### src/rtl/i2c_master_bit_engine_macros.svh
// ----------------------------------------------------------------------------
// I2C master bit engine assertion macros
// Shared concurrent assertion forms, clocked on clock and disabled in reset.
// ----------------------------------------------------------------------------
`ifndef I2C_MASTER_BIT_ENGINE_MACROS_SVH
`define I2C_MASTER_BIT_ENGINE_MACROS_SVH

// Check that the consequent holds in the same cycle as the antecedent
`define I2CM_ASSERT_IMPL(label, ante, cons) \
   label: assert property (@(posedge clock) disable iff (reset) (ante) |-> (cons)) \
      else $error("i2cm assertion failed");

// Check that the consequent holds in the cycle after the antecedent
`define I2CM_ASSERT_NEXT(label, ante, cons) \
   label: assert property (@(posedge clock) disable iff (reset) (ante) |=> (cons)) \
      else $error("i2cm assertion failed");

`endif

### src/rtl/i2cm_pkg.sv
// ----------------------------------------------------------------------------
// I2C master bit engine package
// Command codes, segment descriptor, result type and the segment table.
// ----------------------------------------------------------------------------
package i2cm_pkg;

   // Command codes carried on the request channel
   typedef enum logic [2:0] {
      CMD_TICK  = 3'd0,
      CMD_START = 3'd1,
      CMD_STOP  = 3'd2,
      CMD_WRITE = 3'd3,
      CMD_READ  = 3'd4
   } cmd_type;

   // Reset value of the delay unit length, in ticks
   localparam logic [15:0] TPU_RESET = 16'd20;

   // Last segment index of each sequence
   localparam logic [4:0] LAST_SEG_WRITE = 5'd26;
   localparam logic [4:0] LAST_SEG_READ  = 5'd18;
   localparam logic [4:0] LAST_SEG_SHORT = 5'd2;

   // Highest phase value a running sequence can reach
   localparam logic [4:0] PHASE_MAX = LAST_SEG_WRITE + 5'd1;

   // One segment: line settings, hold length and end-of-segment actions
   typedef struct packed {
      logic       sda_set;
      logic       sda_val;
      logic       scl_set;
      logic       scl_val;
      logic [2:0] units;
      logic       sample;
      logic       shift;
      logic       last;
   } seg_type;

   // One result transaction
   typedef struct packed {
      logic       scl;
      logic       sda_out;
      logic       busy_res;
      logic [7:0] rd_data;
      logic       done_res;
   } res_type;

   // Decode segment idx of sequence op; msb is the next bit to send and
   // bit_cnt the number of bits already shifted (write only)
   function automatic seg_type seg_info(input logic [2:0] op, input logic [4:0] idx,
                                        input logic msb, input logic [3:0] bit_cnt);
      seg_type    s;
      logic [4:0] base;
      logic [4:0] rem5;
      s    = '0;
      base = {1'b0, bit_cnt[2:0], 1'b0} + {2'b00, bit_cnt[2:0]};
      rem5 = idx - base;
      if (op == CMD_START) begin
         s.sda_set = 1'b1;
         s.scl_set = 1'b1;
         s.last    = (idx >= LAST_SEG_SHORT);
         priority if (idx == 5'd0) begin
            s.sda_val = 1'b1; s.scl_val = 1'b1; s.units = 3'd4;
         end else if (idx == 5'd1) begin
            s.sda_val = 1'b0; s.scl_val = 1'b1; s.units = 3'd7;
         end else begin
            s.sda_val = 1'b0; s.scl_val = 1'b0; s.units = 3'd2;
         end
      end else if (op == CMD_STOP) begin
         s.last = (idx >= LAST_SEG_SHORT);
         priority if (idx == 5'd0) begin
            s.sda_set = 1'b1; s.sda_val = 1'b0; s.units = 3'd1;
         end else if (idx == 5'd1) begin
            s.scl_set = 1'b1; s.scl_val = 1'b1; s.units = 3'd2;
         end else begin
            s.sda_set = 1'b1; s.sda_val = 1'b1;
            s.scl_set = 1'b1; s.scl_val = 1'b1; s.units = 3'd2;
         end
      end else if (op == CMD_WRITE) begin
         s.last = (idx >= LAST_SEG_WRITE);
         priority if (idx < 5'd24) begin
            s.units = 3'd1;
            priority if (rem5[1:0] == 2'd0) begin
               s.sda_set = 1'b1; s.sda_val = msb;
            end else if (rem5[1:0] == 2'd1) begin
               s.scl_set = 1'b1; s.scl_val = 1'b1;
            end else begin
               s.scl_set = 1'b1; s.scl_val = 1'b0; s.shift = 1'b1;
            end
         end else if (idx == 5'd24) begin
            s.units = 3'd2;
         end else if (idx == 5'd25) begin
            s.sda_set = 1'b1; s.sda_val = 1'b1;
            s.scl_set = 1'b1; s.scl_val = 1'b1; s.units = 3'd1;
         end else begin
            s.scl_set = 1'b1; s.scl_val = 1'b0; s.units = 3'd3;
         end
      end else begin
         s.last = (idx >= LAST_SEG_READ);
         priority if (idx < 5'd16) begin
            if (idx[0] == 1'b0) begin
               s.sda_set = 1'b1; s.sda_val = 1'b1;
               s.scl_set = 1'b1; s.scl_val = 1'b0; s.units = 3'd2;
            end else begin
               s.scl_set = 1'b1; s.scl_val = 1'b1; s.units = 3'd1; s.sample = 1'b1;
            end
         end else if (idx == 5'd16) begin
            s.sda_set = 1'b1; s.sda_val = 1'b0;
            s.scl_set = 1'b1; s.scl_val = 1'b0; s.units = 3'd2;
         end else if (idx == 5'd17) begin
            s.scl_set = 1'b1; s.scl_val = 1'b1; s.units = 3'd3;
         end else begin
            s.scl_set = 1'b1; s.scl_val = 1'b0; s.units = 3'd2;
         end
      end
      return s;
   endfunction

endpackage

### src/rtl/i2c_master_bit_engine.sv
// ----------------------------------------------------------------------------
// I2C master bit engine
// Tick-driven I2C master: each request transaction is one tick, optionally
// carrying a start, stop, write byte or read byte command; each tick returns
// the SCL/SDA drive levels, busy, last byte read and a done pulse.
// ----------------------------------------------------------------------------
//  channel | direction | handshake              | payload
//  req     | in        | req_valid / req_ready  | cmd, wr_byte, sda_in
//  rsp     | out       | rsp_valid / rsp_ready  | scl, sda_out, busy_res, rd_data, done_res
//  csr     | in        | csr_valid / csr_ready  | wdata = ticks per delay unit
//
// One request transaction is taken per cycle unless a stalled response holds
// the output register; its response appears there the cycle after acceptance.
// The sequencer update and result for a tick are one pass of logic between
// the sequencer state and the output register.
// Reset: idle, lines released high, ticks per unit 20; csr always ready.
// A stalled response blocks a new request only while the output register is
// full and rsp_ready is low.
// ----------------------------------------------------------------------------
`include "i2c_master_bit_engine_macros.svh"

module i2c_master_bit_engine (
   input  logic        clock,
   input  logic        reset,
   input  logic        req_valid,
   output logic        req_ready,
   input  logic [2:0]  req_cmd,
   input  logic [7:0]  req_wr_byte,
   input  logic        req_sda_in,
   output logic        rsp_valid,
   input  logic        rsp_ready,
   output logic        rsp_scl,
   output logic        rsp_sda_out,
   output logic        rsp_busy_res,
   output logic [7:0]  rsp_rd_data,
   output logic        rsp_done_res,
   input  logic        csr_valid,
   output logic        csr_ready,
   input  logic [15:0] csr_wdata
);

   logic [15:0]       tpu_ff;
   logic              rsp_valid_ff;
   i2cm_pkg::res_type rsp_ff;
   i2cm_pkg::res_type res;
   logic              accept;

   // Take a transaction whenever the output register is free or draining
   assign req_ready = !rsp_valid_ff || rsp_ready;
   assign accept    = req_valid && req_ready;
   assign csr_ready = 1'b1;

   // Hold the delay unit length
   always_ff @(posedge clock) begin
      if (reset) begin
         tpu_ff <= i2cm_pkg::TPU_RESET;
      end else if (csr_valid) begin
         tpu_ff <= csr_wdata;
      end
   end

   i2cm_seq u_seq (
      .clock   (clock),
      .reset   (reset),
      .advance (accept),
      .cmd     (req_cmd),
      .wr_byte (req_wr_byte),
      .sda_in  (req_sda_in),
      .tpu     (tpu_ff),
      .res     (res)
   );

   // Output register: fill on accept, drop when taken
   always_ff @(posedge clock) begin
      if (reset) begin
         rsp_valid_ff <= 1'b0;
      end else if (accept) begin
         rsp_valid_ff <= 1'b1;
      end else if (rsp_ready) begin
         rsp_valid_ff <= 1'b0;
      end
   end

   always_ff @(posedge clock) begin
      if (accept) begin
         rsp_ff <= res;
      end
   end

   assign rsp_valid    = rsp_valid_ff;
   assign rsp_scl      = rsp_ff.scl;
   assign rsp_sda_out  = rsp_ff.sda_out;
   assign rsp_busy_res = rsp_ff.busy_res;
   assign rsp_rd_data  = rsp_ff.rd_data;
   assign rsp_done_res = rsp_ff.done_res;

   `I2CM_ASSERT_IMPL(a_done_not_busy, rsp_valid_ff && rsp_ff.done_res, !rsp_ff.busy_res)
   `I2CM_ASSERT_NEXT(a_accept_fills, accept, rsp_valid_ff)
   `I2CM_ASSERT_IMPL(a_ready_when_empty, !rsp_valid_ff, req_ready)

endmodule

### src/rtl/i2cm_seq.sv
// ----------------------------------------------------------------------------
// I2C master bit engine sequencer
// Segment sequencer state; advances one tick per accepted transaction and
// presents the result of that tick combinationally.
// ----------------------------------------------------------------------------
`include "i2c_master_bit_engine_macros.svh"

module i2cm_seq (
   input  logic               clock,
   input  logic               reset,
   input  logic               advance,
   input  logic [2:0]         cmd,
   input  logic [7:0]         wr_byte,
   input  logic               sda_in,
   input  logic [15:0]        tpu,
   output i2cm_pkg::res_type  res
);

   logic [4:0]  phase_ff, phase_in;
   logic [2:0]  op_ff, op_in;
   logic [15:0] unit_ff, unit_in;
   logic [2:0]  hold_ff, hold_in;
   logic [3:0]  bit_ff, bit_in;
   logic [7:0]  shift_ff, shift_in;
   logic        scl_level_ff, scl_level_in;
   logic        sda_level_ff, sda_level_in;
   logic [7:0]  rd_ff, rd_in;

   logic [15:0]       tpu_eff;
   logic              load;
   logic              done;
   i2cm_pkg::seg_type seg_load;
   i2cm_pkg::seg_type seg_end;

   // Treat a zero unit length as one tick
   assign tpu_eff = (tpu == 16'd0) ? 16'd1 : tpu;

   // Work out the state after this tick
   always_comb begin
      phase_in     = phase_ff;
      op_in        = op_ff;
      unit_in      = unit_ff;
      hold_in      = hold_ff;
      bit_in       = bit_ff;
      shift_in     = shift_ff;
      scl_level_in = scl_level_ff;
      sda_level_in = sda_level_ff;
      rd_in        = rd_ff;
      load         = 1'b0;
      done         = 1'b0;
      seg_load     = '0;
      seg_end      = '0;

      // Launch a command when idle, or move to the next segment
      if (phase_ff == 5'd0) begin
         if (cmd == i2cm_pkg::CMD_START || cmd == i2cm_pkg::CMD_STOP ||
             cmd == i2cm_pkg::CMD_WRITE || cmd == i2cm_pkg::CMD_READ) begin
            op_in    = cmd;
            bit_in   = 4'd0;
            shift_in = (cmd == i2cm_pkg::CMD_WRITE) ? wr_byte : 8'd0;
            phase_in = 5'd1;
            load     = 1'b1;
         end
      end else if (hold_ff == 3'd0) begin
         phase_in = phase_ff + 5'd1;
         load     = 1'b1;
      end

      // Drive the lines for a freshly loaded segment
      if (load) begin
         seg_load = i2cm_pkg::seg_info(op_in, phase_in - 5'd1, shift_in[7], bit_in);
         if (seg_load.sda_set) begin
            sda_level_in = seg_load.sda_val;
         end
         if (seg_load.scl_set) begin
            scl_level_in = seg_load.scl_val;
         end
         hold_in = seg_load.units;
         unit_in = 16'd0;
      end

      // Count the tick; close the unit, then the segment, then the sequence
      if (phase_in != 5'd0) begin
         unit_in = unit_in + 16'd1;
         if (unit_in >= tpu_eff) begin
            unit_in = 16'd0;
            if (hold_in != 3'd0) begin
               hold_in = hold_in - 3'd1;
            end
            if (hold_in == 3'd0) begin
               seg_end = i2cm_pkg::seg_info(op_in, phase_in - 5'd1, shift_in[7], bit_in);
               if (seg_end.sample) begin
                  shift_in = {shift_in[6:0], sda_in};
                  bit_in   = bit_in + 4'd1;
               end
               if (seg_end.shift) begin
                  shift_in = {shift_in[6:0], 1'b0};
                  bit_in   = bit_in + 4'd1;
               end
               if (seg_end.last) begin
                  if (op_in == i2cm_pkg::CMD_READ) begin
                     rd_in = shift_in;
                  end
                  phase_in = 5'd0;
                  done     = 1'b1;
               end
            end
         end
      end
   end

   // Present the result of this tick
   assign res.scl      = scl_level_in;
   assign res.sda_out  = sda_level_in;
   assign res.busy_res = (phase_in != 5'd0);
   assign res.rd_data  = rd_in;
   assign res.done_res = done;

   // Hold state; advance once per accepted transaction
   always_ff @(posedge clock) begin
      if (reset) begin
         phase_ff     <= 5'd0;
         op_ff        <= 3'd0;
         unit_ff      <= 16'd0;
         hold_ff      <= 3'd0;
         bit_ff       <= 4'd0;
         shift_ff     <= 8'd0;
         scl_level_ff <= 1'b1;
         sda_level_ff <= 1'b1;
         rd_ff        <= 8'd0;
      end else if (advance) begin
         phase_ff     <= phase_in;
         op_ff        <= op_in;
         unit_ff      <= unit_in;
         hold_ff      <= hold_in;
         bit_ff       <= bit_in;
         shift_ff     <= shift_in;
         scl_level_ff <= scl_level_in;
         sda_level_ff <= sda_level_in;
         rd_ff        <= rd_in;
      end
   end

   `I2CM_ASSERT_IMPL(a_hold_zero_count_zero, phase_ff != 5'd0 && hold_ff == 3'd0, unit_ff == 16'd0)
   `I2CM_ASSERT_IMPL(a_busy_op_known, phase_ff != 5'd0, op_ff == i2cm_pkg::CMD_START || op_ff == i2cm_pkg::CMD_STOP || op_ff == i2cm_pkg::CMD_WRITE || op_ff == i2cm_pkg::CMD_READ)
   `I2CM_ASSERT_IMPL(a_phase_in_range, 1'b1, phase_ff <= i2cm_pkg::PHASE_MAX && bit_ff <= 4'd8)

endmodule
### config.mk
export PLATFORM = sky130hd
export DESIGN_NAME = i2c_master_bit_engine
export DESIGN_NICKNAME = d
export VERILOG_FILES = /design/src/rtl/i2cm_pkg.sv /design/src/rtl/i2c_master_bit_engine.sv /design/src/rtl/i2cm_seq.sv
export VERILOG_INCLUDE_DIRS = /design/src /design/src/rtl
export SDC_FILE = /design/constraint.sdc
export NUM_CORES = 1
export LEC_CHECK = 0
export ABC_CLOCK_PERIOD_IN_PS = 5200
export BUFFER_PORTS_ARGS = -buffer_cell sky130_fd_sc_hd__clkbuf_2
export CAP_MARGIN = 20
export CORE_MARGIN = 5
export CORE_UTILIZATION = 50
export CTS_CLUSTER_DIAMETER = 50
export DETAILED_ROUTE_END_ITERATION = 16
export GPL_TIMING_DRIVEN = 0
export HOLD_SLACK_MARGIN = 0.05
export PLACE_DENSITY = 0.71
export SLEW_MARGIN = 20
export SYNTH_ARGS = -nofsm -noshare
export SYNTH_HDL_FRONTEND = slang
export SYNTH_SLANG_ARGS = --single-unit
export TNS_END_PERCENT = 100
### constraint.sdc
create_clock -name clock -period 5.2 [get_ports clock]
set_input_delay 0 -clock clock [delete_from_list [all_inputs] [get_ports clock]]
set_output_delay 0 -clock clock [all_outputs]
set_load 0.1 [all_outputs]
[Word-level counts from Yosys, hierarchy flattened]
Cells that the tools add are included.
Storage, ports and cells
  word-level logic and storage cells: 156
  flip-flop bits (word level): 78
Cells by class
  $add $sub $neg: 8
  muxes and demuxes: 95
  $lt $le $gt $ge: 6
  eq/ne operators: 14
  reduce and logical (&&, ||, !) cells: 17
Operators by type and width (count)
  $mux W8: 13
  $mux W4: 17
  $mux W16: 4
  $mux W7: 6
  $mux W5: 7
  $mux W2: 14
  $mux W3: 9
  $mux W1: 25
  $eq A5 B5 Y1 const B: 4
  $add A16 B1 Y16 const B: 1
  $ge A16 B16 Y1: 1
  $logic_not A16 Y1: 1
  $eq A3 B2 Y1 const B: 4
  $ge A5 B5 Y1 const B: 2
  $logic_not A5 Y1: 2
  $lt A5 B5 Y1 const B: 2
  $reduce_bool A5 Y1: 2
  $add A4 B1 Y4 const B: 2
  $eq A3 B1 Y1 const B: 2
  $eq A3 B3 Y1 const B: 2
  $logic_not A3 Y1: 2
  $add A5 B1 Y5 const B: 1
  $eq A5 B1 Y1 const B: 1
  $ge A5 B2 Y1 const B: 1
  other kinds (12): 15

[Longest topological paths before layout]
Gate-level depths: netlist (run 1).
  word-level depth: 34
  gate-level depth with buffers: 27
  gate-level depth less buffers: 23

[Hierarchy]
A second synthesis (run 1) with hierarchy kept.
Second synthesis, totals
  cells, all modules: 643
  area total of the unflattened synthesis: 5424.0 µm²
Modules (own cells, without submodules)
  i2cm_seq: times used 1, sequential area each 940.9 µm², cells an instance 572, area each 4426.7 µm²
  i2c_master_bit_engine: times used 1, sequential area each 700.7 µm², cells an instance 71, area each 997.2 µm²

[Worst setup path before layout (run 1)]
No wires, ideal clock.
  path type: register to register
  from: register u_seq.phase_ff[1]
  to: register u_seq.rd_ff[7]
  cell stages (with the launch flop): 28
  library setup time: 0.067 ns
  period minus slack after synthesis: 5.778 ns
  arrival: 5.711 ns
  setup slack: -0.578 ns
  cells stage by stage: dfxtp_1 -> clkbuf_1 -> inv_1 -> ha_1 -> nor4b_4 -> clkbuf_1 -> nor2_1 -> nor2_1 -> a22oi_1 -> ha_1 -> clkbuf_1 -> xnor2_1 -> xnor2_1 -> a31oi_1 -> mux2_2 -> o311a_1 -> o221ai_1 -> o211ai_4 -> inv_1 -> ha_1 -> inv_1 -> ha_1 -> or3b_2 -> nor4_2 -> mux2i_2 -> buf_6 -> or4_4 -> o21ai_2
Between the ends
  longest elaborated chain between the ends: 21
  elaborated cells on any way between the ends: 79
Ends and longest elaborated chain
  from (decl): RTL line i2cm_seq.sv:19  | logic [4:0] phase_ff, phase_in;
  from (signal assigned): RTL line i2cm_seq.sv:132  | phase_ff <= phase_in;
  $add A5 B1 Y5: RTL line i2cm_seq.sv:65  | phase_in = phase_ff + 5'd1;
  $mux W5: RTL line i2cm_seq.sv:64  | end else if (hold_ff == 3'd0) begin
  $mux W5: RTL line i2cm_seq.sv:55  | if (phase_ff == 5'd0) begin
  $sub A5 B1 Y5: RTL line i2cm_seq.sv:71, i2cm_seq.sv:91
  $eq A5 B5 Y1, or another cell as far along: RTL line i2cm_pkg.sv:110  | end else if (idx == 5'd17) begin
  $mux W4, or another cell as far along: RTL line i2cm_pkg.sv:110
  $mux W4, or another cell as far along: RTL line i2cm_pkg.sv:107  | end else if (idx == 5'd16) begin
  $mux W7, or another cell as far along: RTL line i2cm_pkg.sv:100  | priority if (idx < 5'd16) begin
  (+5 left out)
  $sub A3 B1 Y3, or another cell as far along: RTL line i2cm_seq.sv:88  | hold_in = hold_in - 3'd1;
  $mux W3 / $mux W2 (equally long branches): RTL line i2cm_seq.sv:87, i2cm_seq.sv:83
  $mux W3 / $mux W8 (equally long branches): RTL line i2cm_seq.sv:85, i2cm_seq.sv:96
  $mux W3 / $mux W8 (equally long branches): RTL line i2cm_seq.sv:83, i2cm_seq.sv:101
  $logic_not A3 Y1 / $mux W8 (equally long branches): RTL line i2cm_seq.sv:90, i2cm_seq.sv:100
  $mux W8: RTL line i2cm_seq.sv:90  | if (hold_in == 3'd0) begin
  $mux W8: RTL line i2cm_seq.sv:85  | if (unit_in >= tpu_eff) begin
  $mux W8 (*): RTL line i2cm_seq.sv:83  | if (phase_in != 5'd0) begin
  to (signal assigned): RTL line i2cm_seq.sv:140  | rd_ff <= rd_in;
  to (decl): RTL line i2cm_seq.sv:27  | logic [7:0] rd_ff, rd_in;
Every way passes the cells marked *; elsewhere a longest branch is shown, timed or not. The select of a mux whose other input is x is not followed.
A chain may end at the register's enable or synchronous reset.

==> flow_summary.json, run 1 <==
{
  "antenna_found_initial": 0,
  "firstDrtPassIters": 5,
  "route.vias.total": 5712,
  "dr.first_iter.drc_count": 431,
  "hp-class": "in -> reg",
  "yosys.area_share.adder": 0.0592,
  "ant_nets": 0,
  "num_io_pins": 48,
  "fmax_mhz": 191,
  "async_flop_share": 0,
  "grt_max_degree": 22,
  "dpl-instance-area_sq_mm": 0.00601,
  "critPathCaptureType": "flop",
  "num_antenna_cells": 0,
  "clock_latency_ns": 0.36,
  "syn_avg_cell_area_sq_um": 8.18,
  "rows": 38,
  "failed_checks": "negative setup slack",
  "cts-root-buf": "clkbuf_8",
  "synth_xor_area_frac": 0.0303,
  "initial_utilization": 0.510,
  "hold_viol": 0,
  "cp_slowest_stage_delay_ns": 0.44,
  "die_area_sq_mm": 0.0132,
  "nNetsFinal": 837,
  "grt_pass1_wl_microns": 27200,
  "yosysUniqueCellTypes": 80,
  "synth-seq-cells": 76,
  "drive_above_1_share": 0.249,
  "clk_pin_slew_worst_paths_ns": 0.09,
  "fin_skew_ns": 0.0138,
  "stdcell_area_sq_mm": 0.00692,
  "numCtsBuffers": 9,
  "min_period_ns": 5.24,
  "place.gp.congestion": 0.910,
  "port_buffers": 43,
  "yosysSeqAreaShare": 0.299,
  "final-max-slew-violation-count": 0,
  "cts.sink_count": 76,
  "place_inst": 855,
  "fill_cells": 926,
  "syn2layout_area_growth_pct": 25.8,
  "synth_top_family_by_area": "simple AND/OR/NAND/NOR gates",
  "synth_mux_area_frac": 0.0819,
  "core-area_sq_mm": 0.0108,
  "synth-compound-area-share": 0.221,
  "final_core_util": 0.641,
  "final_common_cell": "nand2_1",
  "track_usage": 0.253,
  "rsz0062_at_grt": "yes",
  "finalSetupTns_ns": -0.263,
  "dieHeight_microns": 115,
  "ir_worst_vdd_v": 0.000149,
  "synth_edf_count": 12,
  "wire_per_inst_microns": 18.5,
  "synth_nets": 731,
  "chipWidth_microns": 115,
  "path_class": "reg -> reg",
  "grt_overflow_total": 0,
  "syn_inst": 672,
  "via_per_inst": 6.19,
  "ys_warn_count": 0,
  "crit_top_cell": "nor2_4",
  "clockBufferDepth": 2,
  "cellPowerDensity_mw_per_mm2": 285,
  "cp_data_required_time_ns": 5.41,
  "synth_area_sq_mm": 0.00550,
  "p_leak_nw": 2.79,
  "finalWorstSetupSlack_ns": -0.0435,
  "relSlewSlack": 0.467,
  "status": "finished with violations",
  "synthFlopType": "dfxtp_1",
  "worst_pin_slew_ns": 0.795,
  "instances_no_fill": 923,
  "p_total_mw": 1.97,
  "worstPathArrival_ns": 5.45,
  "htreeDepth": 3,
  "drv_cap": 0,
  "mostFrequentLayoutCells": "nand2_1, dfxtp_1, nor2_1, clkbuf_2, buf_4",
  "fin_crit_sh": 1.01,
  "totalWireLength_microns": 17100,
  "worstSetupStartpointType": "flop",
  "drcViolationCount": 0,
  "yosys.area_share.simple": 0.253,
  "finalSetupViolCount": 9,
  "cts_tree": "done",
  "cp_max_fo": 8,
  "critPathSlowestCell": "or3b_4",
  "hpwlAfterDp_microns": 12000,
  "grt_pass1_vias": 5591
}
==> timing repair <==
item                                    CTS  global route
endpoints found under the hold margin    18             0
cloned                                    0             1
hold buffers                             19             0
buffers inserted                         23            10
gates resized for setup                  35            36
endpoints found under the setup margin   52            42
pin swaps                                29            32
==> critical path: cells and delay by family, from the launching register on <==
| family | cells | cell delay [ns] |
|---|---|---|
| and+or+nand+nor | 8 | 1.90 |
| AOI/OAI and AO/OA | 7 | 1.38 |
| buffers and inverters | 6 | 0.77 |
| adders and majority gates | 3 | 0.54 |
| DFF | 1 | 0.41 |
| muxes | 1 | 0.10 |
==> per-layer routing <==
metal / share of wire / wire length [microns] / GRT usage
met5: 0 / 0 / 0
met4: 0.028 / 470 / 0.106
met3: 0.059 / 1010 / 0.0411
met2: 0.51 / 8680 / 0.447
met1: 0.41 / 6920 / 0.305
==> final timing paths <==
path,startpoint,slack (ns),to,cells after the start
min reg2reg,u_seq.rd_ff[4],0.46,u_seq.rd_ff[4],2
max,u_seq.hold_ff[0],-0.04,rsp_rd_data[7],25
min,req_wr_byte[7],0.12,u_seq.shift_ff[7],4
max reg2reg,u_seq.hold_ff[0],-0.04,rsp_rd_data[7],25
==> registers in the layout, summed over array words and instances (netlist names) <==
| name | flops |
|---|---|
| rsp_busy_res | 1 |
| rsp_done_res | 1 |
| rsp_rd_data | 8 |
| rsp_scl | 1 |
| rsp_sda_out | 1 |
| rsp_valid | 1 |
| tpu_ff | 16 |
| u_seq.bit_ff | 2 |
| u_seq.hold_ff | 3 |
| u_seq.op_ff | 3 |
| u_seq.phase_ff | 5 |
| u_seq.rd_ff | 8 |
| u_seq.scl_level_ff | 1 |
| u_seq.sda_level_ff | 1 |
| u_seq.shift_ff | 8 |
| u_seq.unit_ff | 16 |
==> cells in the mapped netlist (16+ instances only) <==
library cell / count / share of area
nor3_1: 19 / 0.017
a21oi_1: 26 / 0.024
mux2i_1: 29 / 0.053
dfxtp_1: 64 / 0.23
ha_1: 26 / 0.059
nand2_1: 69 / 0.047
o21ai_0: 30 / 0.027
inv_1: 31 / 0.021
nor2_1: 66 / 0.045
a22oi_1: 16 / 0.022
nand3_1: 20 / 0.018
clkbuf_1: 27 / 0.018
==> area by class of cell <==
cell class | count | area, sq um | share of cell area
timing repair buffer | 97 | 683 | 0.0987
multi-input combinational | 524 | 3830 | 0.553
tap | 140 | 175 | 0.0253
clock buffer | 11 | 153 | 0.0221
sequential | 76 | 1650 | 0.238
buffer | 39 | 231 | 0.0334
clock inverter | 5 | 80.1 | 0.0116
inverter | 31 | 119 | 0.0172
==> stage by stage <==
step | hold WS (ns) | setup WS (ns)
floorplan | 0.129 | 0.00497
global placement | 0.229 | -0.975
detailed placement | 0.237 | -1.06
CTS | 0.127 | 0.00220
global route | 0.140 | -0.265
finish | 0.115 | -0.0435
==> kinds of logic (layout without fill, tap and decap cells) <==
group	after synthesis	in the layout
mux	43	43
flops	76	76
buf+inv	72	183
other cells	1	1
simple gates	264	264
compound gates	171	171
fa+ha+maj	26	26
xor+xnor	19	19
==> report_power, final <==
part           leakage [nW]  total [mW]  switching (mW)  internal (mW)
sequential            0.640       0.649          0.0240          0.625
combinational          2.03       0.784           0.499          0.285
clock                 0.119       0.539           0.237          0.301
No activity file was read; power rests on OpenSTA's default activity.
==> inputs of run 2 (changes only) <==
--- a/config.mk
+++ b/config.mk
@@ -8,14 +8,15 @@
 export LEC_CHECK = 0
 export ABC_CLOCK_PERIOD_IN_PS = 5200
 export BUFFER_PORTS_ARGS = -buffer_cell sky130_fd_sc_hd__clkbuf_2
-export CAP_MARGIN = 20
+export CELL_PAD_IN_SITES_DETAIL_PLACEMENT = 0
+export CELL_PAD_IN_SITES_GLOBAL_PLACEMENT = 1
 export CORE_MARGIN = 5
-export CORE_UTILIZATION = 50
+export CORE_UTILIZATION = 41
 export CTS_CLUSTER_DIAMETER = 50
 export DETAILED_ROUTE_END_ITERATION = 16
 export GPL_TIMING_DRIVEN = 0
-export HOLD_SLACK_MARGIN = 0.05
-export PLACE_DENSITY = 0.71
+export HOLD_SLACK_MARGIN = 0.06
+export PLACE_DENSITY_LB_ADDON = 0.1
 export SLEW_MARGIN = 20
 export SYNTH_ARGS = -nofsm -noshare
 export SYNTH_HDL_FRONTEND = slang
==> run 2 against run 1 <==
  * Fmax is 1.7% higher
  * First-iteration DRC count is 1.9% higher
  * Largest cell class unchanged
  * Combinational power is 3.1% higher
  * Largest power group unchanged
  * Core utilization is 11 points lower
  * The run now ends clean
  * Die area is 20% higher
  * Highest routed layer unchanged
  * Flip-flop and latch count stayed put
  * Clock power is 13% higher
  * Via count is 2.4% lower
==> flow_summary.json, run 2 (synthesized netlist as in run 1, its figures left out) <==
{
  "drv_cap": 0,
  "critPathSlowestCell": "or3b_4",
  "clk_pin_slew_worst_paths_ns": 0.06,
  "status": "complete, no violations",
  "finalWorstSetupSlack_ns": 0.0451,
  "nNetsFinal": 834,
  "final_common_cell": "nand2_1",
  "drcViolationCount": 0,
  "cts_tree": "done",
  "num_io_pins": 48,
  "chipWidth_microns": 126,
  "cts-root-buf": "clkbuf_16",
  "via_per_inst": 5.83,
  "cp.buffers_inverters": 6,
  "htreeDepth": 3,
  "totalWireLength_microns": 17400,
  "p_leak_nw": 2.81,
  "p_int_mw": 1.28,
  "p_seq_frac": 0.314,
  "mostFrequentLayoutCells": "nand2_1, nor2_1, dfxtp_1, clkbuf_2, buf_4",
  "cts.sink_count": 76,
  "fmax_mhz": 194,
  "num_antenna_cells": 0,
  "ir_worst_vdd_v": 0.000211,
  "track_usage": 0.217,
  "fill_cells": 1255,
  "numCtsBuffers": 9,
  "rows": 42,
  "hpwlAfterDp_microns": 12400,
  "clockBufferDepth": 2,
  "clock_latency_ns": 0.35,
  "relSlewSlack": 0.443,
  "p_sw_mw": 0.779,
  "rsz0062_at_grt": "yes",
  "hold_viol": 0,
  "worstPathArrival_ns": 5.43,
  "place.gp.congestion": 0.933,
  "p_sw_frac": 0.378,
  "port_buffers": 43,
  "cp_max_fo": 8,
  "cellPowerDensity_mw_per_mm2": 292,
  "cp_slowest_stage_delay_ns": 0.43,
  "initial_utilization": 0.417,
  "grt_overflow_total": 0,
  "route.vias.total": 5575,
  "finalSetupViolCount": 0,
  "clkPwrFrac": 0.294,
  "syn2layout_area_growth_pct": 28.6,
  "grt_pass1_vias": 5528,
  "drive_above_1_share": 0.255,
  "grt_max_degree": 22,
  "place_inst": 891,
  "hp-class": "in -> reg",
  "final-max-slew-violation-count": 0,
  "fin_skew_ns": 0.00928,
  "grt_pass1_wl_microns": 28100,
  "die_area_sq_mm": 0.0158,
  "firstDrtPassIters": 5,
  "dieHeight_microns": 126,
  "critPathTopFamily": "simple AND/OR/NAND/NOR gates",
  "comb_power_share": 0.392,
  "top_regs": "tpu_ff x16, u_seq.unit_ff x16",
  "min_period_ns": 5.15,
  "core-area_sq_mm": 0.0132,
  "critPathCaptureType": "flop",
  "worstSetupStartpointType": "flop",
  "dr.first_iter.drc_count": 439,
  "ant_nets": 0,
  "pre_cts_slack_ns": -1.13,
  "antenna_found_initial": 0,
  "cp_data_required_time_ns": 5.48,
  "instances_no_fill": 956,
  "wire_per_inst_microns": 18.2,
  "fin_crit_sh": 0.991,
  "worst_pin_slew_ns": 0.831,
  "path_class": "reg -> reg"
}
-- run 2: cell types whose count changed in the layout (fill, tap and decap cells not counted), sizes merged --
cell	change
dlygate4sd3	+1
clkbuf	-5
buf	+1
inv	-1
clkinv	+4
dlymetal6s4s	-1
bufinv	-2
-- run 2: final timing paths --
path	start	to	slack [ns]	cells after the start
setup / recovery	u_seq.phase_ff[0]	u_seq.rd_ff[2]	0.05	25
hold / removal	req_wr_byte[7]	u_seq.shift_ff[7]	0.16	4
hold reg to reg	u_seq.rd_ff[3]	u_seq.rd_ff[3]	0.45	2
setup reg to reg	u_seq.phase_ff[0]	u_seq.rd_ff[2]	0.05	25
-- run 2: tightest hold or removal path, stage by stage --
cell and delay [ns]:
clkbuf_2 0.09, a22o_1 0.19, nand3_1 0.09, o311ai_0 0.10
-- run 2: repair_timing --
item,CTS,global route
endpoints found under the setup margin,52,42
gates resized for setup,38,44
pin swaps,25,31
hold buffers,19,0
buffers inserted,21,14
endpoints found under the hold margin,18,0
-- run 2: layout make-up --
cell class	instances	area (sq um)	area share
tap	176	220	0.0311
timing repair buffer	96	664	0.0939
buffer	37	230	0.0326
clock inverter	6	45.0	0.00637
sequential	76	1650	0.233
multi-input combinational	524	3890	0.550
clock buffer	10	250	0.0354
inverter	31	121	0.0172
-- run 2: through the flow --
stage	instance area (sq um)	power [mW]	setup TNS (ns)	util	hold WS (ns)
finish	7070	2.06	0	0.536	0.157
global route	7070	2.16	-1.28	0.536	0.185
CTS	6830	2.02	0	0.518	0.149
detailed placement	6060	1.33	-41.48	0.459	0.231
global placement	6050	1.33	-40.79	0.459	0.225
floorplan	5620	1.16	0	-	0.129
-- run 2: per-layer routing --
metal	global-route usage	share of wire
met4	0.0744	0.028
met2	0.378	0.51
met1	0.265	0.42
met5	0	0
met3	0.0466	0.050
-- run 2: power by group through the flow --
stage | clock (mW) | sequential, mW | combinational [mW]
after floorplan | 0 | 0.712 | 0.449
after detailed placement | 0 | 0.661 | 0.669
after global routing | 0.648 | 0.653 | 0.863
after CTS | 0.623 | 0.648 | 0.753
final | 0.607 | 0.649 | 0.808
after global placement | 0 | 0.661 | 0.665
==> inputs of run 3 (changes only) <==
--- a/config.mk
+++ b/config.mk
@@ -11,7 +11,8 @@
 export CELL_PAD_IN_SITES_DETAIL_PLACEMENT = 0
 export CELL_PAD_IN_SITES_GLOBAL_PLACEMENT = 1
 export CORE_MARGIN = 5
-export CORE_UTILIZATION = 41
+export CORE_UTILIZATION = 42
+export CTS_BUF_LIST = sky130_fd_sc_hd__clkbuf_2 sky130_fd_sc_hd__clkbuf_4 sky130_fd_sc_hd__clkbuf_8
 export CTS_CLUSTER_DIAMETER = 50
 export DETAILED_ROUTE_END_ITERATION = 16
 export GPL_TIMING_DRIVEN = 0
==> run 3 against run 2 <==
  * Critical path depth stayed put
  * Register-to-register slack hardly changed
  * Clock power is 13% lower
  * Worst setup slack worse by 0.011 ns
  * Flip-flop and latch count stayed put
  * Largest power group unchanged
  * Highest routed layer unchanged
==> flow_summary.json, run 3 (synthesized netlist as in run 1, its figures left out) <==
{
  "worstPathArrival_ns": 5.46,
  "fin_crit_sh": 0.993,
  "critPathSlowestCell": "or4b_4",
  "cp_data_required_time_ns": 5.50,
  "num_io_pins": 48,
  "hp-class": "in -> reg",
  "finalSetupViolCount": 0,
  "dieHeight_microns": 124,
  "dr.first_iter.drc_count": 473,
  "worstSetupStartpointType": "flop",
  "p_total_mw": 2.01,
  "status": "complete, no violations",
  "relSlewSlack": 0.486,
  "fmax_mhz": 194,
  "clk_pin_slew_worst_paths_ns": 0.08,
  "pre_cts_slack_ns": -1.11,
  "cp_max_fo": 10,
  "track_usage": 0.216,
  "cp_slowest_stage_delay_ns": 0.46,
  "grt_max_degree": 22,
  "ant_nets": 0,
  "cp.buffers_inverters": 7,
  "rsz0062_at_grt": "yes",
  "drv_cap": 0,
  "clockBufferDepth": 2,
  "wire_per_inst_microns": 18.0,
  "p_sw_frac": 0.378,
  "comb_power_share": 0.413,
  "dpl-instance-area_sq_mm": 0.00605,
  "grt_overflow_total": 0,
  "cts-root-buf": "clkbuf_8",
  "drcViolationCount": 0,
  "syn2layout_area_growth_pct": 29.1,
  "die_area_sq_mm": 0.0155,
  "hold_slack_ns": 0.130,
  "mostFrequentLayoutCells": "nand2_1, nor2_1, dfxtp_1, clkbuf_2, buf_4",
  "cts_tree": "done",
  "use_met1": 0.269,
  "htreeDepth": 3,
  "cts.sink_count": 76,
  "grt_busiest_layer": "met2",
  "core-area_sq_mm": 0.0127,
  "critPathCaptureType": "flop",
  "initial_utilization": 0.432,
  "globalRouteMet3Util": 0.0386,
  "firstDrtPassIters": 7,
  "p_sw_mw": 0.761,
  "fill_cells": 1201,
  "p_seq_frac": 0.323,
  "place.gp.congestion": 0.910,
  "numCtsBuffers": 9,
  "grt_pass1_vias": 5391,
  "finalWorstSetupSlack_ns": 0.0345,
  "grt_pass1_wl_microns": 27500,
  "totalWireLength_microns": 17300,
  "via_per_inst": 5.81,
  "ir_worst_vdd_v": 0.000148,
  "fin_skew_ns": 0.0150,
  "clkPwrFrac": 0.264,
  "critPathTopFamily": "simple AND/OR/NAND/NOR gates",
  "drive_above_1_share": 0.267,
  "min_period_ns": 5.17,
  "clock_latency_ns": 0.37,
  "stdcell_area_sq_mm": 0.00710,
  "chipWidth_microns": 124,
  "multi_input_area_sq_mm": 0.00389,
  "port_buffers": 43,
  "worst_pin_slew_ns": 0.767,
  "final-max-slew-violation-count": 0,
  "antenna_found_initial": 0,
  "top_regs": "tpu_ff x16, u_seq.unit_ff x16",
  "cellPowerDensity_mw_per_mm2": 283,
  "ff_latch_area_sq_mm": 0.00165,
  "rows": 41,
  "p_int_mw": 1.25,
  "hold_viol": 0,
  "p_leak_nw": 2.83,
  "hpwlAfterDp_microns": 12500,
  "final_common_cell": "nand2_1",
  "route.vias.total": 5586,
  "num_antenna_cells": 0,
  "nNetsFinal": 843,
  "path_class": "reg -> reg",
  "crit_top_cell": "ha_2",
  "use_met2": 0.379
}
run 3: cell count changes in the layout (fill, tap and decap cells not counted), moves of 2 or more:
cell       delta
or4_1         -3
bufinv_16     +2
or4_4         +3
o21ai_1       -4
clkbuf_8     +10
o21ai_0       +3
buf_2         -2
nor2_2        -2
clkinv_4      -3
clkbuf_16     -8
nor2_4        +2
buf_4         +9
run 3: worst paths after layout:
check | from | cells after the start | slack, ns | end
max | u_seq.phase_ff[0] | 25 | 0.03 | u_seq.rd_ff[6]
min | req_wr_byte[0] | 4 | 0.13 | u_seq.shift_ff[0]
max reg2reg | u_seq.phase_ff[0] | 25 | 0.03 | u_seq.rd_ff[6]
min reg2reg | u_seq.rd_ff[4] | 2 | 0.46 | u_seq.rd_ff[4]
run 3: worst reg2reg max path: cells and delay by family (launching register included):
family / cells / cell delay, ns
simple gates: 7 / 2.23
compound gates: 6 / 0.94
buf+inv: 7 / 0.79
fa+ha+maj: 4 / 0.66
flops: 1 / 0.37
mux: 1 / 0.13
run 3: power groups by stage:
stage | combinational [mW] | clock (mW) | sequential [mW]
after floorplan | 0.449 | 0 | 0.712
after global placement | 0.659 | 0 | 0.661
after detailed placement | 0.667 | 0 | 0.662
after CTS | 0.744 | 0.542 | 0.649
after global routing | 0.892 | 0.562 | 0.653
final | 0.831 | 0.531 | 0.649
run 3: metal layers:
metal | vias up | part of all wire
met1 | 2687 | 0.43
met3 | 34 | 0.041
met2 | 152 | 0.50
met4 | 0 | 0.025
li1 | 2713 | -
met5 | - | 0
run 3: through the flow:
| step | util | setup TNS (ns) | instances |
|---|---|---|---|
| after global placement | 0.476 | -39.38 | 887 |
| after floorplan | - | 0 | 672 |
| after detailed placement | 0.476 | -40.01 | 887 |
| after CTS | 0.529 | 0 | 938 |
| final | 0.558 | 0 | 961 |
| after global routing | 0.558 | -1.32 | 961 |
run 3: what timing repair did:
item                       4_1_cts  5_1_grt
hold buffers                    19        0
setup endpoints to repair       52       44
buffers inserted                17       25
hold endpoints to repair        18        0
pin swaps                       21       28
resized for setup               33       50
run 3: final cells by class:
cell class / instances / share of cell area
buffer: 38 / 0.0374
clock inverter: 4 / 0.0102
timing repair buffer: 104 / 0.102
inverter: 31 / 0.0167
tap: 172 / 0.0303
clock buffer: 12 / 0.0224
multi-input combinational: 524 / 0.549
sequential: 76 / 0.232
